--- src/hw/rtl/trd_pkg.sv ---
// Shared types and constants for the touch report decoder.
// No dependencies; imported by every other file of the block but the macro header.
`default_nettype none

package trd_pkg;

  localparam int COORD_W    = 16;
  localparam int PROD_W     = 2 * COORD_W;
  localparam int ID_W       = 8;
  localparam int STATUS_W   = 8;
  localparam int COUNT_W    = 4;
  localparam int EMIT_W     = 3;
  localparam int ROT_W      = 2;
  localparam int CFG_IDX_W  = 3;
  localparam int CFG_DATA_W = 16;

  localparam int DIV_STEPS = PROD_W;
  localparam int DIV_CNT_W = $clog2(DIV_STEPS);

  localparam int STATUS_READY_BIT = 7;

  localparam logic KIND_STATUS = 1'b0;
  localparam logic KIND_POINT  = 1'b1;

  localparam logic [EMIT_W-1:0] MAX_POINTS_RST = 3'd5;
  localparam logic [COORD_W-1:0] COORD_SAT     = 16'hFFFF;

  // configuration register indexes
  localparam logic [CFG_IDX_W-1:0] REG_SENSOR_MAX_X  = 3'd0;
  localparam logic [CFG_IDX_W-1:0] REG_SENSOR_MAX_Y  = 3'd1;
  localparam logic [CFG_IDX_W-1:0] REG_SCREEN_WIDTH  = 3'd2;
  localparam logic [CFG_IDX_W-1:0] REG_SCREEN_HEIGHT = 3'd3;
  localparam logic [CFG_IDX_W-1:0] REG_ROTATION      = 3'd4;
  localparam logic [CFG_IDX_W-1:0] REG_MAX_POINTS    = 3'd5;

  // quarter turns
  localparam logic [ROT_W-1:0] ROT_0   = 2'd0;
  localparam logic [ROT_W-1:0] ROT_90  = 2'd1;
  localparam logic [ROT_W-1:0] ROT_180 = 2'd2;
  localparam logic [ROT_W-1:0] ROT_270 = 2'd3;

  typedef enum logic [2:0] {
    RC_NOT_READY,
    RC_BAD_COUNT,
    RC_REPORT_START,
    RC_POINT,
    RC_SUPPRESSED,
    RC_UNEXPECTED
  } res_code_t;

  typedef struct packed {
    logic                kind;
    logic [STATUS_W-1:0] status_byte;
    logic [COORD_W-1:0]  raw_x;
    logic [COORD_W-1:0]  raw_y;
    logic [COORD_W-1:0]  raw_size;
    logic [ID_W-1:0]     track_id;
  } in_item_t;

  typedef struct packed {
    res_code_t          result_code;
    logic [EMIT_W-1:0]  point_count;
    logic [COORD_W-1:0] point_x;
    logic [COORD_W-1:0] point_y;
    logic [COORD_W-1:0] point_size;
    logic [ID_W-1:0]    point_id;
    logic               clear_status;
    logic               last_point;
  } out_item_t;

  // controller -> datapath
  typedef struct packed {
    logic              capture;
    logic              mul;
    logic              div_start;
    logic              load_out;
    res_code_t         code;
    logic [EMIT_W-1:0] point_count;
    logic              clear_status;
    logic              last_point;
  } trd_cmd_t;

  // datapath -> controller
  typedef struct packed {
    logic              div_done;
    logic              out_free;
    logic [EMIT_W-1:0] max_points;
  } trd_sts_t;

endpackage

`default_nettype wire

--- src/hw/rtl/trd_if.sv ---
// Channel interfaces of the touch report decoder: input, result, config.
// Depends on trd_pkg for payload types.
`default_nettype none

interface trd_in_if import trd_pkg::*; ();
  logic     valid;
  logic     ready;
  in_item_t item;

  modport source (output valid, output item, input ready);
  modport sink   (input valid, input item, output ready);
endinterface

interface trd_out_if import trd_pkg::*; ();
  logic      valid;
  logic      ready;
  out_item_t item;

  modport source (output valid, output item, input ready);
  modport sink   (input valid, input item, output ready);
endinterface

interface trd_cfg_if import trd_pkg::*; ();
  logic                  valid;
  logic                  ready;
  logic [CFG_IDX_W-1:0]  index;
  logic [CFG_DATA_W-1:0] data;

  modport source (output valid, output index, output data, input ready);
  modport sink   (input valid, input index, input data, output ready);
endinterface

`default_nettype wire

--- src/hw/rtl/trd_div.sv ---
// Restoring divider, one quotient bit per cycle, 32 by 16 bits.
// Depends on trd_pkg for widths.
`default_nettype none

module trd_div import trd_pkg::*; (
  input  wire logic               clk,
  input  wire logic               rst_n,
  input  wire logic               start,
  input  wire logic [PROD_W-1:0]  dividend,
  input  wire logic [COORD_W-1:0] divisor,
  output logic                    done,
  output logic [PROD_W-1:0]       quotient
);

  localparam logic [DIV_CNT_W-1:0] CNT_LAST = DIV_CNT_W'(DIV_STEPS - 1);

  logic                 run_r;
  logic                 done_r;
  logic [DIV_CNT_W-1:0] cnt_r;
  logic [PROD_W-1:0]    quo_r;
  logic [COORD_W-1:0]   rem_r;

  logic [COORD_W:0]     shifted;
  logic [COORD_W:0]     diff;
  logic                 ge;
  logic [COORD_W-1:0]   rem_nxt;
  logic [PROD_W-1:0]    quo_nxt;

  // remainder stays below the divisor, so the shifted value fits one extra bit
  assign shifted = {rem_r, quo_r[PROD_W-1]};
  assign diff    = shifted - {1'b0, divisor};
  assign ge      = shifted >= {1'b0, divisor};
  assign rem_nxt = ge ? diff[COORD_W-1:0] : shifted[COORD_W-1:0];
  assign quo_nxt = {quo_r[PROD_W-2:0], ge};

  always_ff @(posedge clk) begin
    if (!rst_n) begin
      run_r  <= 1'b0;
      done_r <= 1'b0;
      cnt_r  <= '0;
    end else begin
      done_r <= 1'b0;
      if (start) begin
        run_r <= 1'b1;
        cnt_r <= '0;
      end else if (run_r) begin
        cnt_r <= cnt_r + DIV_CNT_W'(1);
        if (cnt_r == CNT_LAST) begin
          run_r  <= 1'b0;
          done_r <= 1'b1;
        end
      end
    end
  end

  always_ff @(posedge clk) begin
    if (start) begin
      quo_r <= dividend;
      rem_r <= '0;
    end else if (run_r) begin
      quo_r <= quo_nxt;
      rem_r <= rem_nxt;
    end
  end

  assign done     = done_r;
  assign quotient = quo_r;

endmodule

`default_nettype wire

--- src/hw/rtl/trd_dp.sv ---
// Datapath: config registers, input capture, multipliers, two dividers,
// rotation and the result register. Depends on trd_pkg and trd_div.
`default_nettype none

module trd_dp import trd_pkg::*; (
  input  wire logic                  clk,
  input  wire logic                  rst_n,
  input  wire logic                  cfg_we,
  input  wire logic [CFG_IDX_W-1:0]  cfg_index,
  input  wire logic [CFG_DATA_W-1:0] cfg_data,
  input  wire in_item_t              in_item,
  input  wire trd_cmd_t              cmd,
  output trd_sts_t                   sts,
  input  wire logic                  out_ready,
  output logic                       out_valid,
  output out_item_t                  out_item
);

  logic [COORD_W-1:0] sensor_max_x_r;
  logic [COORD_W-1:0] sensor_max_y_r;
  logic [COORD_W-1:0] screen_width_r;
  logic [COORD_W-1:0] screen_height_r;
  logic [ROT_W-1:0]   rotation_r;
  logic [EMIT_W-1:0]  max_points_r;

  logic [COORD_W-1:0] raw_x_r;
  logic [COORD_W-1:0] raw_y_r;
  logic [COORD_W-1:0] raw_size_r;
  logic [ID_W-1:0]    track_id_r;

  logic [PROD_W-1:0]  prod_x_r;
  logic [PROD_W-1:0]  prod_y_r;
  logic [PROD_W-1:0]  prod_x_nxt;
  logic [PROD_W-1:0]  prod_y_nxt;

  logic               out_valid_r;
  out_item_t          out_item_r;
  out_item_t          out_item_nxt;

  logic               done_x;
  logic               done_y;
  logic [PROD_W-1:0]  quo_x;
  logic [PROD_W-1:0]  quo_y;

  logic [COORD_W-1:0] map_x;
  logic [COORD_W-1:0] map_y;
  logic [COORD_W-1:0] rot_x;
  logic [COORD_W-1:0] rot_y;

  function automatic logic [COORD_W-1:0] sat_map(input logic [PROD_W-1:0]  q,
                                                 input logic [COORD_W-1:0] smax);
    logic [COORD_W-1:0] res;
    if (smax == '0) begin
      res = '0;
    end else if (|q[PROD_W-1:COORD_W]) begin
      res = COORD_SAT;
    end else begin
      res = q[COORD_W-1:0];
    end
    return res;
  endfunction

  function automatic logic [COORD_W-1:0] floor_sub(input logic [COORD_W-1:0] a,
                                                   input logic [COORD_W-1:0] b);
    logic [COORD_W-1:0] res;
    res = (b > a) ? '0 : a - b;
    return res;
  endfunction

  assign prod_x_nxt = PROD_W'(raw_x_r) * PROD_W'(screen_width_r);
  assign prod_y_nxt = PROD_W'(raw_y_r) * PROD_W'(screen_height_r);

  trd_div u_div_x (
    .clk      (clk),
    .rst_n    (rst_n),
    .start    (cmd.div_start),
    .dividend (prod_x_r),
    .divisor  (sensor_max_x_r),
    .done     (done_x),
    .quotient (quo_x)
  );

  trd_div u_div_y (
    .clk      (clk),
    .rst_n    (rst_n),
    .start    (cmd.div_start),
    .dividend (prod_y_r),
    .divisor  (sensor_max_y_r),
    .done     (done_y),
    .quotient (quo_y)
  );

  assign map_x = sat_map(quo_x, sensor_max_x_r);
  assign map_y = sat_map(quo_y, sensor_max_y_r);

  always_comb begin
    unique case (rotation_r)
      ROT_90: begin
        rot_x = map_y;
        rot_y = floor_sub(screen_width_r, map_x);
      end
      ROT_180: begin
        rot_x = floor_sub(screen_width_r, map_x);
        rot_y = floor_sub(screen_height_r, map_y);
      end
      ROT_270: begin
        rot_x = floor_sub(screen_height_r, map_y);
        rot_y = map_x;
      end
      default: begin
        rot_x = map_x;
        rot_y = map_y;
      end
    endcase
  end

  always_comb begin
    out_item_nxt              = '0;
    out_item_nxt.result_code  = cmd.code;
    out_item_nxt.point_count  = cmd.point_count;
    out_item_nxt.clear_status = cmd.clear_status;
    out_item_nxt.last_point   = cmd.last_point;
    if (cmd.code == RC_POINT) begin
      out_item_nxt.point_x    = rot_x;
      out_item_nxt.point_y    = rot_y;
      out_item_nxt.point_size = raw_size_r;
      out_item_nxt.point_id   = track_id_r;
    end
  end

  always_ff @(posedge clk) begin
    if (!rst_n) begin
      sensor_max_x_r  <= '0;
      sensor_max_y_r  <= '0;
      screen_width_r  <= '0;
      screen_height_r <= '0;
      rotation_r      <= ROT_0;
      max_points_r    <= MAX_POINTS_RST;
      out_valid_r     <= 1'b0;
    end else begin
      if (cfg_we) begin
        unique case (cfg_index)
          REG_SENSOR_MAX_X:  sensor_max_x_r  <= cfg_data;
          REG_SENSOR_MAX_Y:  sensor_max_y_r  <= cfg_data;
          REG_SCREEN_WIDTH:  screen_width_r  <= cfg_data;
          REG_SCREEN_HEIGHT: screen_height_r <= cfg_data;
          REG_ROTATION:      rotation_r      <= cfg_data[ROT_W-1:0];
          REG_MAX_POINTS:    max_points_r    <= cfg_data[EMIT_W-1:0];
          default: ;
        endcase
      end
      if (cmd.load_out) begin
        out_valid_r <= 1'b1;
      end else if (out_ready) begin
        out_valid_r <= 1'b0;
      end
    end
  end

  always_ff @(posedge clk) begin
    if (cmd.capture) begin
      raw_x_r    <= in_item.raw_x;
      raw_y_r    <= in_item.raw_y;
      raw_size_r <= in_item.raw_size;
      track_id_r <= in_item.track_id;
    end
    if (cmd.mul) begin
      prod_x_r <= prod_x_nxt;
      prod_y_r <= prod_y_nxt;
    end
    if (cmd.load_out) begin
      out_item_r <= out_item_nxt;
    end
  end

  // both dividers start together and take the same number of steps
  assign sts.div_done   = done_x & done_y;
  assign sts.out_free   = ~out_valid_r | out_ready;
  assign sts.max_points = max_points_r;

  assign out_valid = out_valid_r;
  assign out_item  = out_item_r;

endmodule

`default_nettype wire

--- src/hw/rtl/trd_ctrl.sv ---
// Controller: report state (records and emits left) and the sequencer
// that steps one item through the datapath. Depends on trd_pkg.
`default_nettype none

module trd_ctrl import trd_pkg::*; #(
  parameter int MAX_TOUCH = 5
) (
  input  wire logic                clk,
  input  wire logic                rst_n,
  input  wire logic                in_valid,
  input  wire logic                in_kind,
  input  wire logic [STATUS_W-1:0] in_status,
  output logic                     in_ready,
  input  wire trd_sts_t            sts,
  output trd_cmd_t                 cmd
);

  typedef enum logic [2:0] {
    S_IDLE,
    S_MUL,
    S_DSTART,
    S_DIV,
    S_FIN
  } state_t;

  localparam logic [COUNT_W-1:0] MAX_COUNT = COUNT_W'(MAX_TOUCH);

  state_t             state_r, state_nxt;
  logic [COUNT_W-1:0] records_left_r, records_left_nxt;
  logic [EMIT_W-1:0]  emits_left_r, emits_left_nxt;
  logic               report_open_r, report_open_nxt;
  res_code_t          code_r, code_nxt;
  logic [EMIT_W-1:0]  count_r, count_nxt;
  logic               clear_r, clear_nxt;
  logic               last_r, last_nxt;

  logic [COUNT_W-1:0] status_count;
  logic [EMIT_W-1:0]  emit_n;

  assign status_count = in_status[COUNT_W-1:0];
  assign emit_n = (status_count < {1'b0, sts.max_points}) ? status_count[EMIT_W-1:0]
                                                          : sts.max_points;

  always_comb begin
    state_nxt        = state_r;
    records_left_nxt = records_left_r;
    emits_left_nxt   = emits_left_r;
    report_open_nxt  = report_open_r;
    code_nxt         = code_r;
    count_nxt        = count_r;
    clear_nxt        = clear_r;
    last_nxt         = last_r;
    in_ready         = 1'b0;

    cmd              = '0;
    cmd.code         = code_r;
    cmd.point_count  = count_r;
    cmd.clear_status = clear_r;
    cmd.last_point   = last_r;

    unique case (state_r)
      S_IDLE: begin
        in_ready    = 1'b1;
        cmd.capture = in_valid;
        if (in_valid) begin
          count_nxt = '0;
          clear_nxt = 1'b0;
          last_nxt  = 1'b0;
          state_nxt = S_FIN;
          if (in_kind == KIND_STATUS) begin
            // any status item closes the open report first
            report_open_nxt  = 1'b0;
            records_left_nxt = '0;
            emits_left_nxt   = '0;
            if (!in_status[STATUS_READY_BIT]) begin
              code_nxt = RC_NOT_READY;
            end else if (status_count == '0 || status_count > MAX_COUNT) begin
              code_nxt  = RC_BAD_COUNT;
              clear_nxt = 1'b1;
            end else begin
              report_open_nxt  = 1'b1;
              records_left_nxt = status_count;
              emits_left_nxt   = emit_n;
              code_nxt         = RC_REPORT_START;
              count_nxt        = emit_n;
            end
          end else if (!report_open_r || records_left_r == '0) begin
            code_nxt = RC_UNEXPECTED;
          end else begin
            records_left_nxt = records_left_r - COUNT_W'(1);
            if (emits_left_r != '0) begin
              code_nxt       = RC_POINT;
              emits_left_nxt = emits_left_r - EMIT_W'(1);
              state_nxt      = S_MUL;
            end else begin
              code_nxt = RC_SUPPRESSED;
            end
            if (records_left_r == COUNT_W'(1)) begin
              clear_nxt       = 1'b1;
              last_nxt        = 1'b1;
              report_open_nxt = 1'b0;
              emits_left_nxt  = '0;
            end
          end
        end
      end
      S_MUL: begin
        cmd.mul   = 1'b1;
        state_nxt = S_DSTART;
      end
      S_DSTART: begin
        cmd.div_start = 1'b1;
        state_nxt     = S_DIV;
      end
      S_DIV: begin
        if (sts.div_done) begin
          state_nxt = S_FIN;
        end
      end
      S_FIN: begin
        cmd.load_out = sts.out_free;
        if (sts.out_free) begin
          state_nxt = S_IDLE;
        end
      end
      default: begin
        state_nxt = S_IDLE;
      end
    endcase
  end

  always_ff @(posedge clk) begin
    if (!rst_n) begin
      state_r        <= S_IDLE;
      records_left_r <= '0;
      emits_left_r   <= '0;
      report_open_r  <= 1'b0;
      code_r         <= RC_NOT_READY;
      count_r        <= '0;
      clear_r        <= 1'b0;
      last_r         <= 1'b0;
    end else begin
      state_r        <= state_nxt;
      records_left_r <= records_left_nxt;
      emits_left_r   <= emits_left_nxt;
      report_open_r  <= report_open_nxt;
      code_r         <= code_nxt;
      count_r        <= count_nxt;
      clear_r        <= clear_nxt;
      last_r         <= last_nxt;
    end
  end

endmodule

`default_nettype wire

--- src/hw/rtl/touch_report_decoder.sv ---
// Top level of the touch report decoder: joins controller and datapath.
// Depends on trd_pkg, trd_if, trd_ctrl, trd_dp (and trd_div below it).
//
//  channel  direction  handshake              payload
//  in_if    sink       valid/ready transfer   in_item_t (status or point record)
//  out_if   source     valid/ready transfer   out_item_t (one result per item)
//  cfg_if   sink       valid/ready transfer   3-bit index, 16-bit data
//
// Status items, suppressed and unexpected records go from accept straight to finish.
// Emitted point records go through accept, multiply, divider start, the
// 32-step restoring dividers (x and y run side by side), done and finish.
// The result register frees the input side: the next item is taken while a
// result waits, and only the finish step stalls on a full result register.
// Reset is synchronous, active low; config comes back to its reset values
// and any open report is dropped. cfg_if.ready is tied high.
`default_nettype none

module touch_report_decoder import trd_pkg::*; #(
  parameter int MAX_TOUCH = 5
) (
  input  wire logic clk,
  input  wire logic rst_n,
  trd_in_if.sink    in_if,
  trd_out_if.source out_if,
  trd_cfg_if.sink   cfg_if
);

  trd_cmd_t cmd;
  trd_sts_t sts;
  logic     cfg_we;

  // config transfers are taken at once; the sender must write only while idle; the block does not enforce it
  assign cfg_if.ready = 1'b1;
  assign cfg_we       = cfg_if.valid;

  trd_ctrl #(
    .MAX_TOUCH (MAX_TOUCH)
  ) u_ctrl (
    .clk       (clk),
    .rst_n     (rst_n),
    .in_valid  (in_if.valid),
    .in_kind   (in_if.item.kind),
    .in_status (in_if.item.status_byte),
    .in_ready  (in_if.ready),
    .sts       (sts),
    .cmd       (cmd)
  );

  trd_dp u_dp (
    .clk       (clk),
    .rst_n     (rst_n),
    .cfg_we    (cfg_we),
    .cfg_index (cfg_if.index),
    .cfg_data  (cfg_if.data),
    .in_item   (in_if.item),
    .cmd       (cmd),
    .sts       (sts),
    .out_ready (out_if.ready),
    .out_valid (out_if.valid),
    .out_item  (out_if.item)
  );

endmodule

`default_nettype wire

--- src/flat_wrapper.sv ---
// flat-port wrapper written by rule: the top's interface ports become plain ports
module touch_report_decoder_flat import trd_pkg::*;
#(
  parameter int MAX_TOUCH = 5
)
  (clk, rst_n, in_if_valid, in_if_item, in_if_ready, out_if_valid, out_if_item, out_if_ready, cfg_if_valid, cfg_if_index, cfg_if_data, cfg_if_ready);
  trd_in_if in_if_i ();
  trd_out_if out_if_i ();
  trd_cfg_if cfg_if_i ();
  input  wire logic clk;
  input  wire logic rst_n;
  input wire logic [$bits(in_if_i.valid)-1:0] in_if_valid;
  input wire logic [$bits(in_if_i.item)-1:0] in_if_item;
  output wire logic [$bits(in_if_i.ready)-1:0] in_if_ready;
  output wire logic [$bits(out_if_i.valid)-1:0] out_if_valid;
  output wire logic [$bits(out_if_i.item)-1:0] out_if_item;
  input wire logic [$bits(out_if_i.ready)-1:0] out_if_ready;
  input wire logic [$bits(cfg_if_i.valid)-1:0] cfg_if_valid;
  input wire logic [$bits(cfg_if_i.index)-1:0] cfg_if_index;
  input wire logic [$bits(cfg_if_i.data)-1:0] cfg_if_data;
  output wire logic [$bits(cfg_if_i.ready)-1:0] cfg_if_ready;
  assign in_if_i.valid = in_if_valid;
  assign in_if_i.item = in_if_item;
  assign in_if_ready = in_if_i.ready;
  assign out_if_valid = out_if_i.valid;
  assign out_if_item = out_if_i.item;
  assign out_if_i.ready = out_if_ready;
  assign cfg_if_i.valid = cfg_if_valid;
  assign cfg_if_i.index = cfg_if_index;
  assign cfg_if_i.data = cfg_if_data;
  assign cfg_if_ready = cfg_if_i.ready;
  touch_report_decoder #(.MAX_TOUCH(MAX_TOUCH)) u_core (.clk(clk), .rst_n(rst_n), .in_if(in_if_i), .out_if(out_if_i), .cfg_if(cfg_if_i));
endmodule
--- config.mk ---
export PLATFORM = sky130hd
export DESIGN_NAME = touch_report_decoder_flat
export DESIGN_NICKNAME = d
export VERILOG_FILES = /design/src/hw/rtl/trd_pkg.sv /design/src/hw/rtl/trd_if.sv /design/src/hw/rtl/trd_div.sv /design/src/hw/rtl/trd_dp.sv /design/src/hw/rtl/trd_ctrl.sv /design/src/hw/rtl/touch_report_decoder.sv /design/src/flat_wrapper.sv
export SDC_FILE = /design/constraint.sdc
export NUM_CORES = 2
export LEC_CHECK = 0
export ABC_AREA = 1
export CAP_MARGIN = 20
export CELL_PAD_IN_SITES_DETAIL_PLACEMENT = 1
export CELL_PAD_IN_SITES_GLOBAL_PLACEMENT = 1
export CORE_MARGIN = 2
export CORE_UTILIZATION = 25
export CTS_CLUSTER_DIAMETER = 30
export DETAILED_ROUTE_END_ITERATION = 8
export DONT_BUFFER_PORTS = 1
export PLACE_DENSITY = 0.5
export SYNTH_ARGS = -nofsm -noshare
export SYNTH_HDL_FRONTEND = slang
export SYNTH_SLANG_ARGS = --single-unit
--- constraint.sdc ---
create_clock -name clk -period 6.9 [get_ports clk]
set_input_delay 1.38 -clock clk [delete_from_list [all_inputs] [get_ports clk]]
set_output_delay 1.38 -clock clk [all_outputs]
set_load 0.02 [all_outputs]
==> flow_metrics.py <==
metrics = {
    "clocking": {
        "h-tree-depth": 3,
        "holdBufCountCts": 0,
        "post_cts_buffers": 0,
        "cts_buffers": 116,
        "clockBufferDepth": 3,
        "clock_sinks": 383,
        "cts.repair.resized": 0,
        "clock_latency_ns": 0.74,
        "clk_pin_slew_worst_paths_ns": 0.05,
        "cts_tree": "built",
        "clockRootBuffer": "clkbuf_16",
    },
    "route": {
        "drc": 0,
        "wl_per_cell_um": 17.89,
        "dr.pass1.iters": 5,
        "vias": 29672,
        "drt_iter0_drc": 1221,
        "viasPerCell": 4.419,
        "final_antenna_net_count": 0,
        "wirelength_um": 120100,
    },
    "setup_path": {
        "critPathLaunchType": "flop",
        "required_ns": 7.42,
        "crit_path_max_fanout": 16,
        "critical_path_class": "reg2reg",
        "rr_worst_depth": 20,
        "reg2reg_slack_ns": 0.74,
        "arrival_ns": 6.68,
        "endpoint_kind": "flop",
        "rr_startpoint": "u_core.u_dp.raw_y_r[6]$_DFFE_PP_",
        "timing.rr.end": "u_core.u_dp.prod_y_r[25]$_DFFE_PP_",
    },
    "die": {
        "die_w_um": 389.0,
        "core_um2": 147500,
        "ios": 156,
        "fp-row-count": 141,
        "die_area_um2": 151300,
        "start_util_pct": 25.13,
        "fp.dieH_um": 389.0,
    },
    "hold_path": {
        "holdCritStartpoint": "u_core.u_ctrl.count_r[2]$_SDFFE_PN0P_",
        "hold_depth": 0,
        "min_to": "u_core.u_dp.out_item[60]$_DFFE_PP_",
        "hold_class": "reg2reg",
    },
    "timing": {
        "finClkSkew_ns": 0.06833,
        "finalSetupViolCount": 0,
        "post-route-period-util_pct": 89.30,
        "hold_viol": 0,
        "drv_slew": 0,
        "fmax_mhz": 162.3,
        "fin_tns_setup_ns": 0,
        "whs_ns": 0.4282,
        "slew-limit-headroom_pct": 33.82,
        "rsz0062_at_grt": "false",
        "fin_crit_ns": 6.161,
        "max_slew.worst_pin.slew_ns": 0.9891,
    },
    "cells_and_area": {
        "nFillCells": 17639,
        "finalNonFillerCells": 6715,
        "ff_latch_area_um2": 10150,
        "syn_to_final_growth_pct": 16.65,
        "multi_input_area_um2": 22290,
        "layout.nets": 5448,
        "drive_gt1_share_pct": 6.419,
    },
    "place": {
        "dpl.cell_count": 6496,
        "dp_hpwl_um": 95000,
        "gp_congestion": 0.8206,
        "io_buffers": 0,
    },
    "synthesis": {
        "yosys_warnings": 0,
        "avgSynthCellArea_um2": 7.902,
        "synth-seq-cells": 383,
        "syn_nets": 5453,
        "seq_area_frac_synth_pct": 27.39,
        "synthArstFlopShare_pct": 0,
        "synth-main-ff-cell": "edfxtp_1",
        "synth_edf_count": 248,
        "yosysUniqueCellTypes": 53,
        "syn-cell-area_um2": 37060,
        "syn_inst": 4690,
    },
    "global_routing": {
        "grt_pass1_wl_um": 189600,
        "grt_antenna_before_repair": 14,
        "grt_max_degree": 85,
        "grt_usage_pct": 16.20,
        "overflow": 0,
        "first_global_vias": 32253,
    },
    "run_status": {
        "status": "finished clean",
    },
    "flow_run": {
        "cap_viol_max_count": 0,
    },
    "power": {
        "leakagePower_nw": 22.13,
        "peakVddDrop_v": 0.0002627,
        "p_per_area_nw_per_um2": 261.9,
    },
}
==> per-stage QoR <==
stage / power, W / instance area [um2] / setup WS [ns] / utilization [%]
final: 0.01132 / 43230 / 0.7386 / 29.31
after global routing: 0.01211 / 43230 / 0.2432 / 29.31
after CTS: 0.01154 / 43200 / 0.6498 / 29.29
after detailed placement: 0.006156 / 39260 / 0.6827 / 26.62
after global placement: 0.006134 / 39260 / 0.7398 / 26.62
after floorplan: 0.005252 / 37060 / 1.403 / -
==> placed cells by master, fill, tap and decap left out, types with 32 or more instances in the layout <==
cell type and count:
fa_1 392, dfxtp_1 135, inv_1 1006, o21ai_0 193
buf_4 82, nand3_1 161, nor3_1 40, ha_1 282
edfxtp_1 248, xnor2_1 32, nand2_1 1307, nand4_1 43
a21oi_1 215, xor2_1 52, nand3b_1 43, clkbuf_16 117
nor2_1 216
==> where the power goes <==
group / internal (W) / switching, W / leakage, nW / total [W]
registers: 0.00263 / 0.000216 / 3.42 / 0.00284
clock network: 0.00363 / 0.00162 / 1.92 / 0.00526
logic: 0.00111 / 0.00211 / 16.8 / 0.00322
total: 0.00738 / 0.00395 / 22.1 / 0.0113
==> cell usage after synthesis, types with 32 or more instances <==
cell	number	area, um2
nand2_1	1308	4910
inv_1	1008	3784
fa_1	392	7848
ha_1	282	3528
edfxtp_1	248	7447
nor2_1	220	825.8
a21oi_1	215	1076
o21ai_0	193	965.9
clkbuf_1	165	619.3
nand3_1	161	805.8
dfxtp_1	135	2703
xor2_1	52	455.4
nand3b_1	43	322.8
nand4_1	43	269.0
nor3_1	40	200.2
xnor2_1	32	280.3
==> worst max path at each step <==
stage / cells after the start / from / slack [ns] / end
2_1_floorplan: 19 / u_core.u_dp.screen_width_r[1]$_SDFFE_PN0P_ / 1.40 / u_core.u_dp.prod_x_r[22]$_DFFE_PP_
3_3_place_gp: 17 / u_core.u_dp.raw_x_r[9]$_DFFE_PP_ / 0.74 / u_core.u_dp.prod_x_r[22]$_DFFE_PP_
3_5_place_dp: 17 / u_core.u_dp.raw_x_r[9]$_DFFE_PP_ / 0.68 / u_core.u_dp.prod_x_r[22]$_DFFE_PP_
4_1_cts: 20 / u_core.u_dp.raw_y_r[6]$_DFFE_PP_ / 0.65 / u_core.u_dp.prod_y_r[25]$_DFFE_PP_
5_1_grt: 21 / u_core.u_dp.raw_y_r[7]$_DFFE_PP_ / 0.24 / u_core.u_dp.prod_y_r[28]$_DFFE_PP_
6_report: 20 / u_core.u_dp.raw_y_r[6]$_DFFE_PP_ / 0.74 / u_core.u_dp.prod_y_r[25]$_DFFE_PP_
==> critical path: stages, from the launching register on <==
cell and delay (ns):
edfxtp_1 0.92, nand2_1 0.17, fa_1 0.55, inv_1 0.06
fa_1 0.50, inv_1 0.06, fa_1 0.53, inv_1 0.05
fa_1 0.46, fa_1 0.49, inv_1 0.05, fa_1 0.51
inv_1 0.05, ha_1 0.38, nand2_1 0.13, nor2_1 0.24
inv_1 0.08, o21ai_0 0.26, nand2_1 0.08, nand3_1 0.13
xor2_1 0.22
==> cell families (layout without fill, tap and decap cells) <==
kind of cell	Yosys count	count (layout)	synth area share, %
DFF	383	383	27.39
AOI/OAI and AO/OA	479	479	6.840
xor gates and xnor gates	84	84	1.985
adders and majority gates	674	674	30.70
buffers and inverters	1217	1310	12.54
and+or+nand+nor	1852	1852	20.54
other	1	3	0.01012
==> final cells by class <==
type	count	area share, %
clock buffers	144	7.285
inverters	1011	8.778
repair buffers	83	1.488
multi-input cells	3090	51.55
well taps	1930	5.586
diodes	2	0.01158
clock inverters	72	1.823
flip-flops and latches	383	23.48
==> per-layer routing <==
layer	global-route usage, %	routed length (um)	up-vias
met4	4.609	2936	4
met3	2.799	4349	161
met2	28.03	58360	385
li1	-	-	14383
met1	20.63	54460	14739
met5	0	26	-
==> sequential cells by signal, indices dropped and copies added (netlist names), 32 cells and up <==
name                          flops
u_core.u_dp.u_div_x.quotient     32
u_core.u_dp.prod_y_r             32
u_core.u_dp.u_div_y.quotient     32
u_core.u_dp.out_item             64
u_core.u_dp.prod_x_r             32
Power figures use the tool's default switching activity.
